--- config.mk ---
export PLATFORM = sky130hd
export DESIGN_NAME = ndcl_cell
export DESIGN_NICKNAME = d
export VERILOG_FILES = /design/src/hw/rtl/ndcl_pkg.sv /design/src/hw/rtl/ndcl_cell.sv
export SDC_FILE = /design/constraint.sdc
export NUM_CORES = 1
export LEC_CHECK = 0
export BUFFER_PORTS_ARGS = -buffer_cell sky130_fd_sc_hd__buf_2
export CELL_PAD_IN_SITES_DETAIL_PLACEMENT = 1
export CELL_PAD_IN_SITES_GLOBAL_PLACEMENT = 2
export CORE_MARGIN = 10
export CORE_UTILIZATION = 29
export DETAILED_ROUTE_END_ITERATION = 12
export PLACE_DENSITY_LB_ADDON = 0.1
export SLEW_MARGIN = 20
export SYNTH_ARGS = -nofsm -noshare
export SYNTH_HDL_FRONTEND = slang
export SYNTH_SLANG_ARGS = --single-unit
--- constraint.sdc ---
create_clock -name clk -period 5.4 [get_ports clk]
set_clock_uncertainty 0.2 [all_clocks]
set_input_delay 0.54 -clock clk [delete_from_list [all_inputs] [get_ports clk]]
set_output_delay 0.54 -clock clk [all_outputs]
set_load 0.02 [all_outputs]
--- src/hw/rtl/ndcl_pkg.sv ---
`timescale 1ns / 1ps
// shared constants and types for the nearest depth cell lookup
package ndcl_pkg;

    localparam int MAX_ENTRIES = 256;

    localparam int DEPTH_W    = 32;
    localparam int CELL_W     = 16;
    localparam int CELL_OUT_W = 17;
    localparam int DIFF_W     = 33;
    localparam int COUNT_W    = 9;
    localparam int TOL_W      = 31;
    localparam int CFG_IDX_W  = 1;
    localparam int CFG_DATA_W = 31;

    // input commands
    localparam logic CMD_LOAD  = 1'b0;
    localparam logic CMD_QUERY = 1'b1;

    // configuration register indexes
    localparam logic [CFG_IDX_W-1:0] CFG_ENTRIES_IN_USE  = 1'b0;
    localparam logic [CFG_IDX_W-1:0] CFG_DEPTH_TOLERANCE = 1'b1;

    localparam logic [COUNT_W-1:0] ENTRIES_RESET   = '0;
    localparam logic [TOL_W-1:0]   TOLERANCE_RESET = 31'd655360;

    // running best starts at 100000 metres in Q17.16
    localparam logic [DIFF_W-1:0] START_BEST = 33'(64'd100000 << 16);

    localparam logic [CELL_OUT_W-1:0] NOT_FOUND = '1;

    typedef struct packed {
        logic signed [DEPTH_W-1:0] depth;
        logic [CELL_W-1:0]         cell_i;
        logic [CELL_W-1:0]         cell_j;
        logic [CELL_W-1:0]         cell_k;
    } entry_t;

    // search state handed from cell to cell
    typedef struct packed {
        logic              taken;
        logic [DIFF_W-1:0] best;
        logic [CELL_W-1:0] cell_i;
        logic [CELL_W-1:0] cell_j;
        logic [CELL_W-1:0] cell_k;
    } search_tok_t;

endpackage

--- src/hw/rtl/ndcl_cell.sv ---
`timescale 1ns / 1ps
// one table entry plus one compare step of the search chain
module ndcl_cell
    import ndcl_pkg::*;
(
    input  logic                      clk,
    input  logic                      rst_n,
    input  logic                      wr_en,
    input  entry_t                    wr_entry,
    input  logic                      active,
    input  logic signed [DEPTH_W-1:0] qdepth,
    input  logic                      prev_valid,
    input  search_tok_t               prev_tok,
    output logic                      next_valid,
    output search_tok_t               next_tok
);

    entry_t                    entry_reg;
    logic                      valid_reg;
    search_tok_t               tok_reg;
    search_tok_t               tok_next;
    logic signed [DIFF_W-1:0]  diff;
    logic [DIFF_W-1:0]         abs_diff;
    logic                      take;

    always_comb
    begin
        diff     = DIFF_W'(qdepth) - DIFF_W'(entry_reg.depth);
        abs_diff = diff[DIFF_W-1] ? DIFF_W'(-diff) : DIFF_W'(diff);
        // strict compare keeps the earliest entry on a tie
        take     = active && (abs_diff < prev_tok.best);
        tok_next = prev_tok;
        if (take)
        begin
            tok_next.taken  = 1'b1;
            tok_next.best   = abs_diff;
            tok_next.cell_i = entry_reg.cell_i;
            tok_next.cell_j = entry_reg.cell_j;
            tok_next.cell_k = entry_reg.cell_k;
        end
    end

    always_ff @(posedge clk)
    begin
        if (wr_en)
        begin
            entry_reg <= wr_entry;
        end
        tok_reg <= tok_next;
    end

    always_ff @(posedge clk or negedge rst_n)
    begin
        if (!rst_n)
        begin
            valid_reg <= 1'b0;
        end
        else
        begin
            valid_reg <= prev_valid;
        end
    end

    assign next_valid = valid_reg;
    assign next_tok   = tok_reg;

endmodule

==> metrics.md <==
| Metric | Value |
|---|---|
| Status | complete, but fails checks |
| Failing checks | negative setup slack |
| EDFF count, synth | 80 |
| Clk Latency, worst-skew pair | 0.46 ns |
| Pwr Density | 396 nW/µm² |
| Hold slack final | 0.0511 ns |
| Hpwl dp | 25900 µm |
| First-pass GRT wire length | 50500 µm |
| Total CTS buffers | 17 |
| Pre-CTS setup slack | -0.775 ns |
| Cells after synthesis | 876 |
| Avg Vias per Cell | 4.67 |
| Crit Path Max Fanout | 10 |
| Final cell count without fillers | 1824 |
| Top-count cell post-synth | dfxtp_1 |
| Syn Std Cell Area | 9220 µm² |
| WP data required | 5.54 ns |
| CTS root buf | clkbuf_16 |
| Syn-to-layout area delta | 52.7% |
| H-tree depth | 4 |
| Biggest area consumer among synthesized cells | edfxtp_1 |
| Final setup viols | 81 |
| Pins Over Slew Limit | 0 |
| Die area | 39300 µm² |
| Avg Cell Area, Syn | 10.5 µm² |
| Layout Nets | 1666 |
| Fmax | 178 MHz |
| Die width | 198 µm |
| WL final | 32900 µm |
| CP peak stage delay | 0.55 ns |
| Vias in the first global route | 9150 |
| Vias | 8511 |
| Synth Flop Type | dfxtp_1 |
| Seq/Total Area, Yosys | 44.2% |
| Initial Utilization | 29.3% |
| Input/output buffers | 281 |
| Slew headroom | 48.7% |
| Total GRT Usage | 16.6% |
| CP Capture Type | flip-flop |
| Synth cell types | 78 |
| Core area | 31500 µm² |
| DRT antenna net count | 0 |
| Mapped Nets | 1141 |
| Initial antenna violation count | 16 |
| Clock transition at path regs | 0.08 ns |
| P_leak | 6.57 nW |
| GP Congestion | 0.801 |
| DRC | 0 |
| CP max-delay cell | or4b_4 |
| Final hold vios | 0 |
| # IOs | 282 |
| Simple-Gate Fraction of Synth Area | 12.5% |
| Mux share of post-synthesis cell area | 10.2% |
| Final worst-path cycle share | 104% |
| Total gr overflow | 0 |
| Clock Sinks | 163 |
| HP Class | input pin to flip-flop |
| Yosys warnings | 0 |
| Yosys reg bits | 163 |
| Pin slew with the least headroom to its limit | 0.770 ns |
| RSZ-0062 raised after global routing | yes |
| Synth async-reset ratio | 0.613% |
| Largest net degree at the start of global routing | 56 |
| Largest family of logic cells by synthesized area | compound AO/OA/AOI/OAI gates |
| Yosys top cell area share | 26.1% |
| Post-Synth Adder-Cell Area | 9.04% |
| DRT Pass-1 Iters | 4 |
| Final instance area | 14100 µm² |
| CTS tree | done |
| Setup WS post-layout | -0.219 ns |
| Share of cells above drive strength 1 | 50.1% |
| Core Rows | 65 |
| CP Buf/Inv Count | 3 |
| Die Height | 198 µm |
| Final min period | 5.62 ns |
| Flip-flop count of the largest register after layout | 82 |
| CP top delay family | simple AND/OR/NAND/NOR gates |
| Crit-path most repeated cell | buf_4 |
| Max cap viols | 0 |
| Avg WL per Cell | 18.1 µm |
| Post-synthesis compound-gate area fraction | 16.3% |
| DRT iter0 DRCs | 298 |
| Commonest cells in the netlist | dfxtp_1 (82), edfxtp_1 (80), mux2_2 (77) |
| VDD IR-drop max | 0.305 mV |
| Crit path cell chain | ha_4, fa_2, nor2b_4, or4_4, a221oi_4, a2bb2oi_2, buf_4, nand4_1, or4b_4, nor3_4, a31oi_2, xor2_1, ha_1, a21oi_2, nor2b_1, o21ai_1, nand2_1, o2111ai_2, nand4b_1, a2111oi_4, a21oi_4, buf_4, buf_6, mux2_1 |
| CP Launch Type | flip-flop |
| Placed insts | 1752 |
| Post-DP Area | 12800 µm² |
| Setup CP Type | flip-flop to flip-flop |
| Clk buf depth | 2 |
| Synth area leaders | edfxtp_1 (26%), dfxtp_1 (18%), mux2_2 (9.4%) |
| Xor and xnor area share after synthesis | 3.71% |
| WP data arrival | 5.76 ns |
-- layout by cell type (no fill, tap or decap), types with 10 or more instances in the layout --
cell type,n
buf_2,280
buf_4,231
dfxtp_1,82
edfxtp_1,80
mux2_2,76
inv_1,73
ha_1,59
nor2_1,49
a21oi_1,46
nand2_1,41
o21ai_0,30
xnor2_1,24
a21o_1,23
nand3_1,17
clkbuf_16,17
nor3_1,16
o21a_1,14
nand4_1,12
xor2_1,12
a31oi_1,11
or3_1,10
-- worst paths after layout --
check	start	endpoint	slack, ns	cells after the start
max in group asynchronous	rst_n	next_valid	4.73	2
min in group asynchronous	rst_n	next_valid	0.19	2
hold / removal	wr_entry[68]	entry_reg[68]	0.05	1
hold reg to reg	entry_reg[19]	next_tok[19]	0.27	1
setup / recovery	entry_reg[48]	next_tok[74]	-0.22	24
setup reg to reg	entry_reg[48]	next_tok[74]	-0.22	24
-- stage by stage --
step | util [%] | TNS (ns) | power, mW
final | 44.7 | -14.78 | 5.58
after global routing | 44.7 | -32.66 | 5.96
after CTS | 43.8 | -11.57 | 5.59
after detailed placement | 40.6 | -60.05 | 4.10
after global placement | 40.6 | -40.78 | 4.07
after floorplan | - | 0 | 3.04
-- layer usage --
layer | up-vias | global-route usage (%) | wire, µm
met5 | - | 0 | 144
met4 | 20 | 4.93 | 423
met2 | 202 | 26.3 | 15200
li1 | 4299 | - | -
met1 | 3953 | 20.4 | 14600
met3 | 37 | 6.47 | 2590
-- cell families after synthesis --
group / after synthesis
buffers and inverters: 100
and+or+nand+nor: 210
AOI/OAI and AO/OA: 214
adders and majority gates: 66
DFF: 163
muxes: 84
xor gates and xnor gates: 39
-- final cells by class --
type | instances | area, µm²
Antenna cell | 8 | 20.0
Fill cell | 3573 | 17400
Sequential cell | 163 | 4070
Inverter | 75 | 282
Clock buffer | 18 | 429
Clock inverter | 14 | 143
Timing Repair Buffer | 531 | 3500
Multi-Input combinational cell | 613 | 5130
Tap cell | 402 | 503
-- where the power goes --
group          internal, mW  leakage [nW]  switching [mW]
registers              1.57          1.49          0.0613
clock network         0.614         0.281           0.594
logic                  1.37          4.80            1.37
total                  3.56          6.57            2.02
-- repair_timing --
item | CTS | global route
hold buffers | 2 | 0
endpoints found under the setup margin | 82 | 82
setup buffers | 15 | 10
pin swaps | 24 | 29
hold endpoints to repair | 2 | 0
gates cloned | 6 | 0
resized for setup | 33 | 38
(Power assumes the default switching activity.)
