**config.mk**
```make
export PLATFORM = sky130hd
export DESIGN_NAME = ndcl_result_flat
export DESIGN_NICKNAME = d
export VERILOG_FILES = /design/src/hw/rtl/ndcl_pkg.sv /design/src/hw/rtl/ndcl_rsp_if.sv /design/src/hw/rtl/ndcl_result.sv /design/src/flat_wrapper.sv
export SDC_FILE = /design/constraint.sdc
export NUM_CORES = 1
export LEC_CHECK = 0
export BUFFER_PORTS_ARGS = -buffer_cell sky130_fd_sc_hd__buf_2
export CAP_MARGIN = 20
export CORE_UTILIZATION = 52
export CTS_CLUSTER_SIZE = 25
export DETAILED_ROUTE_END_ITERATION = 10
export PLACE_DENSITY = 0.94
export SLEW_MARGIN = 5
export SYNTH_ARGS = -nofsm -noshare
export SYNTH_HDL_FRONTEND = slang
export SYNTH_SLANG_ARGS = --single-unit
```
**constraint.sdc**
```tcl
create_clock -name clk -period 4.92 [get_ports clk]
set_clock_uncertainty 0.05 [all_clocks]
set_input_delay 0.738 -clock clk [delete_from_list [all_inputs] [get_ports clk]]
set_output_delay 0.738 -clock clk [all_outputs]
set_load 0.02 [all_outputs]
```
**src/hw/rtl/ndcl_pkg.sv**
```systemverilog
`timescale 1ns / 1ps
// shared constants and types for the nearest depth cell lookup
package ndcl_pkg;

    localparam int MAX_ENTRIES = 256;

    localparam int DEPTH_W    = 32;
    localparam int CELL_W     = 16;
    localparam int CELL_OUT_W = 17;
    localparam int DIFF_W     = 33;
    localparam int COUNT_W    = 9;
    localparam int TOL_W      = 31;
    localparam int CFG_IDX_W  = 1;
    localparam int CFG_DATA_W = 31;

    // input commands
    localparam logic CMD_LOAD  = 1'b0;
    localparam logic CMD_QUERY = 1'b1;

    // configuration register indexes
    localparam logic [CFG_IDX_W-1:0] CFG_ENTRIES_IN_USE  = 1'b0;
    localparam logic [CFG_IDX_W-1:0] CFG_DEPTH_TOLERANCE = 1'b1;

    localparam logic [COUNT_W-1:0] ENTRIES_RESET   = '0;
    localparam logic [TOL_W-1:0]   TOLERANCE_RESET = 31'd655360;

    // running best starts at 100000 metres in Q17.16
    localparam logic [DIFF_W-1:0] START_BEST = 33'(64'd100000 << 16);

    localparam logic [CELL_OUT_W-1:0] NOT_FOUND = '1;

    typedef struct packed {
        logic signed [DEPTH_W-1:0] depth;
        logic [CELL_W-1:0]         cell_i;
        logic [CELL_W-1:0]         cell_j;
        logic [CELL_W-1:0]         cell_k;
    } entry_t;

    // search state handed from cell to cell
    typedef struct packed {
        logic              taken;
        logic [DIFF_W-1:0] best;
        logic [CELL_W-1:0] cell_i;
        logic [CELL_W-1:0] cell_j;
        logic [CELL_W-1:0] cell_k;
    } search_tok_t;

endpackage

```
**src/hw/rtl/ndcl_rsp_if.sv**
```systemverilog
`timescale 1ns / 1ps
// response channel: lookup results
interface ndcl_rsp_if;
    logic               valid;
    logic               ready;
    logic               found;
    logic signed [16:0] cell_i_out;
    logic signed [16:0] cell_j_out;
    logic signed [16:0] cell_k_out;

    modport source (
        output valid, found, cell_i_out, cell_j_out, cell_k_out,
        input  ready
    );
    modport sink (
        input  valid, found, cell_i_out, cell_j_out, cell_k_out,
        output ready
    );
endinterface

```
**src/hw/rtl/ndcl_result.sv**
```systemverilog
`timescale 1ns / 1ps
// tolerance test at the chain tail and the response output stage
module ndcl_result
    import ndcl_pkg::*;
(
    input  logic               clk,
    input  logic               rst_n,
    input  logic               tail_valid,
    input  search_tok_t        tail_tok,
    input  logic [TOL_W-1:0]   tolerance,
    output logic               hold_busy,
    ndcl_rsp_if.source         rsp
);

    logic                  hold_valid_reg;
    logic                  hold_found_reg;
    logic [CELL_W-1:0]     hold_i_reg;
    logic [CELL_W-1:0]     hold_j_reg;
    logic [CELL_W-1:0]     hold_k_reg;
    logic                  out_valid_reg;
    logic                  out_found_reg;
    logic [CELL_OUT_W-1:0] out_i_reg;
    logic [CELL_OUT_W-1:0] out_j_reg;
    logic [CELL_OUT_W-1:0] out_k_reg;
    logic                  match;
    logic                  move;

    assign match = tail_tok.taken && (tail_tok.best < DIFF_W'(tolerance));
    assign move  = hold_valid_reg && (!out_valid_reg || rsp.ready);

    always_ff @(posedge clk)
    begin
        if (tail_valid)
        begin
            hold_found_reg <= match;
            hold_i_reg     <= tail_tok.cell_i;
            hold_j_reg     <= tail_tok.cell_j;
            hold_k_reg     <= tail_tok.cell_k;
        end
        if (move)
        begin
            out_found_reg <= hold_found_reg;
            out_i_reg     <= hold_found_reg ? {1'b0, hold_i_reg} : NOT_FOUND;
            out_j_reg     <= hold_found_reg ? {1'b0, hold_j_reg} : NOT_FOUND;
            out_k_reg     <= hold_found_reg ? {1'b0, hold_k_reg} : NOT_FOUND;
        end
    end

    always_ff @(posedge clk or negedge rst_n)
    begin
        if (!rst_n)
        begin
            hold_valid_reg <= 1'b0;
            out_valid_reg  <= 1'b0;
        end
        else
        begin
            // hold is always empty when a new tail item arrives
            if (tail_valid)
            begin
                hold_valid_reg <= 1'b1;
            end
            else if (move)
            begin
                hold_valid_reg <= 1'b0;
            end
            if (move)
            begin
                out_valid_reg <= 1'b1;
            end
            else if (rsp.ready)
            begin
                out_valid_reg <= 1'b0;
            end
        end
    end

    assign hold_busy      = hold_valid_reg;
    assign rsp.valid      = out_valid_reg;
    assign rsp.found      = out_found_reg;
    assign rsp.cell_i_out = out_i_reg;
    assign rsp.cell_j_out = out_j_reg;
    assign rsp.cell_k_out = out_k_reg;

endmodule

```
**src/flat_wrapper.sv**
```systemverilog
// flat-port wrapper written by rule: the top's interface ports become plain ports
module ndcl_result_flat import ndcl_pkg::*;
  (clk, rst_n, tail_valid, tail_tok, tolerance, hold_busy, rsp_valid, rsp_found, rsp_cell_i_out, rsp_cell_j_out, rsp_cell_k_out, rsp_ready);
  ndcl_rsp_if rsp_i ();
  input  logic clk;
  input  logic rst_n;
  input  logic tail_valid;
  input  search_tok_t tail_tok;
  input  logic [TOL_W-1:0] tolerance;
  output logic hold_busy;
  output wire logic [$bits(rsp_i.valid)-1:0] rsp_valid;
  output wire logic [$bits(rsp_i.found)-1:0] rsp_found;
  output wire logic [$bits(rsp_i.cell_i_out)-1:0] rsp_cell_i_out;
  output wire logic [$bits(rsp_i.cell_j_out)-1:0] rsp_cell_j_out;
  output wire logic [$bits(rsp_i.cell_k_out)-1:0] rsp_cell_k_out;
  input wire logic [$bits(rsp_i.ready)-1:0] rsp_ready;
  assign rsp_valid = rsp_i.valid;
  assign rsp_found = rsp_i.found;
  assign rsp_cell_i_out = rsp_i.cell_i_out;
  assign rsp_cell_j_out = rsp_i.cell_j_out;
  assign rsp_cell_k_out = rsp_i.cell_k_out;
  assign rsp_i.ready = rsp_ready;
  ndcl_result u_core (.clk(clk), .rst_n(rst_n), .tail_valid(tail_valid), .tail_tok(tail_tok), .tolerance(tolerance), .hold_busy(hold_busy), .rsp(rsp_i));
endmodule
```
==> results_dict.tcl <==
set metrics [dict create \
    clk_latency_ps 370 \
    required_ps 4980 \
    maxCapViolations 0 \
    syn_nets 417 \
    grt_pass1_wl_mm 12.30 \
    crit_type "in -> reg" \
    setup_violations 0 \
    register_area_um2 3023 \
    power_density_nw_per_um2 327.2 \
    max-slew-margin-rel 0.6592 \
    cts_tree "yes" \
    start_util 0.5387 \
    grt_max_degree 51 \
    wire_per_inst_um 14.68 \
    hp-class "in -> async" \
    ant_nets 0 \
    netlist.area_leader.share 0.7105 \
    ir_drop_v 0.0001456 \
    synth_commonest_cells "edfxtp_1 (99), nand2b_1 (49), inv_1 (34), ha_1 (30), a21oi_1 (12)" \
    max_clock_freq_mhz 494.1 \
    drive_above_1_share 0.4336 \
    die-area_um2 8409 \
    synth-seq-cells 101 \
    outcome "finished, final reports clean" \
    grt_usage 0.1998 \
    slew_violations 0 \
    finalHoldViolations 0 \
    io_pins 171 \
    p_total_uw 1757 \
    min_period_ps 2024 \
    holdBufCountCts 0 \
    post-route-period-util 0.4113 \
    clock-sinks 101 \
    yosysMostFrequentCell "edfxtp_1" \
    clkTransAtPathRegs_ps 100 \
    worstPathArrival_ps 2080 \
    vias 2709 \
    synth_flop_cell "edfxtp_1" \
    route.detailed.drc 0 \
    largest_register_ffs 17 \
    tns_ps 0 \
    routabilityCongestion 0.7966 \
    seq_area_frac_synth 0.7225 \
    cts_made_buffers 9 \
    grt_overflow 0 \
    yosysWarnings 0 \
    dpl.hpwl_mm 6.322 \
    synthArstFlopShare 0.01980 \
    cts_resized 0 \
    ys_types 26 \
    drtPass1Iterations 4 \
    leakage_uw 0.002345 \
    io_buffers 170 \
    yosysTopAreaCell "edfxtp_1" \
    synth-edff-count 99 \
    clockRootBuffer "clkbuf_8" \
    cts_max_level 3 \
    worstMarginPinSlew_ps 511.3 \
    die_x_um 91.70 \
    antenna_cells 0 \
    first_global_vias 2605 \
    antenna_found_initial 0 \
    synth_area_per_cell_um2 15.50 \
    cts_setup_buffers 0 \
    viasPerCell 4.890 \
    synth_cells 270 \
    ys_top_cells_by_area "edfxtp_1 (71%), ha_1 (9.0%), nand2b_1 (7.3%)" \
    synth_area_um2 4184 \
    multi_input_area_um2 1001 \
    initialDrtViolationCount 94 \
    cts_buffer_depth 2 \
    rsz0062_at_grt "false" \
    die_y_um 91.70 \
    coreArea_um2 7767 \
    ff2ff_path_depth 3 \
    rows 32 \
    n_fill_cell 525 \
    finalWirelength_mm 8.134 \
    cp-end-kind "register" \
    cp_max_fo 3 \
    nNetsFinal 594 \
    area_delta_synth_final_pct 28.32 \
    start_kind "input port" \
]
cell usage in the layout (no fill, tap or decap), types with 5 or more instances in the layout:
master / n
nand3_1: 5
buf_2: 170
ha_1: 30
a21oi_1: 12
nand2b_1: 49
nand2_1: 6
edfxtp_1: 99
clkbuf_8: 9
nand4_1: 6
inv_1: 34
through the flow:
step	hold WS (ps)	utilization	cell area, um^2	setup slack (ps)	std cells
2_1_floorplan	392.4	-	4184	2387	270
3_3_place_gp	413.2	0.6614	5137	2608	536
3_5_place_dp	433.2	0.6614	5137	2529	536
4_1_cts	72.88	0.6861	5329	2921	552
5_1_grt	71.53	0.6912	5369	2779	554
6_report	90.75	0.6912	5369	2896	554
layer usage:
layer	global-route usage	up-vias	part of all wire	wire (um)
met5	0	-	0	0
met3	0.03897	24	0.077	630
met2	0.3578	147	0.50	4056
met1	0.2176	1220	0.38	3130
li1	-	1318	-	-
met4	0.1237	0	0.039	316
worst paths after layout:
| path | endpoint | start | slack, ps |
|---|---|---|---|
| max | u_core.hold_found_reg$_DFFE_PP_ | tolerance[29] | 2900 |
| min | u_core.hold_busy$_DFFE_PN0P_ | rst_n | 90 |
| max reg2reg | u_core.rsp.cell_k_out[7]$_SDFFCE_PN1P_ | u_core.rsp.valid$_DFFE_PN0P_ | 3480 |
| min reg2reg | u_core.rsp.cell_i_out[1]$_SDFFCE_PN1P_ | u_core.hold_i_reg[1]$_DFFE_PP_ | 450 |
| max in group asynchronous | u_core.rsp.valid$_DFFE_PN0P_ | rst_n | 4630 |
| min in group clk | u_core.rsp.cell_i_out[1]$_SDFFCE_PN1P_ | u_core.hold_i_reg[1]$_DFFE_PP_ | 450 |
cell type report:
class	count	area share
multi-input cells	128	0.1864
well taps	102	0.02377
flip-flops and latches	101	0.5630
clock inverters	7	0.01258
repair buffers	173	0.1673
inverters	34	0.02377
clock buffers	9	0.02307
logic make-up (layout without fill, tap and decap cells):
group,Yosys count,in the layout,share of synthesized area
buf+inv,41,223,0.03857
fa+ha+maj,30,30,0.08971
simple gates,72,72,0.1041
flops,101,101,0.7225
compound gates,26,26,0.04516
report_power, final:
part | switching, uW | leakage (uW) | internal (uW)
Clock | 290 | 0.0000954 | 197
Sequential | 14.5 | 0.000943 | 1020
Combinational | 137 | 0.00131 | 98.7
worst max-delay path: stages:
cell,delay [ps]
buf_2,70
inv_1,30
ha_1,310
nand4_1,160
nor4_2,390
nand3_1,140
o221ai_2,180
a211oi_2,50
Note: power is estimated with default switching activity, not from simulation.
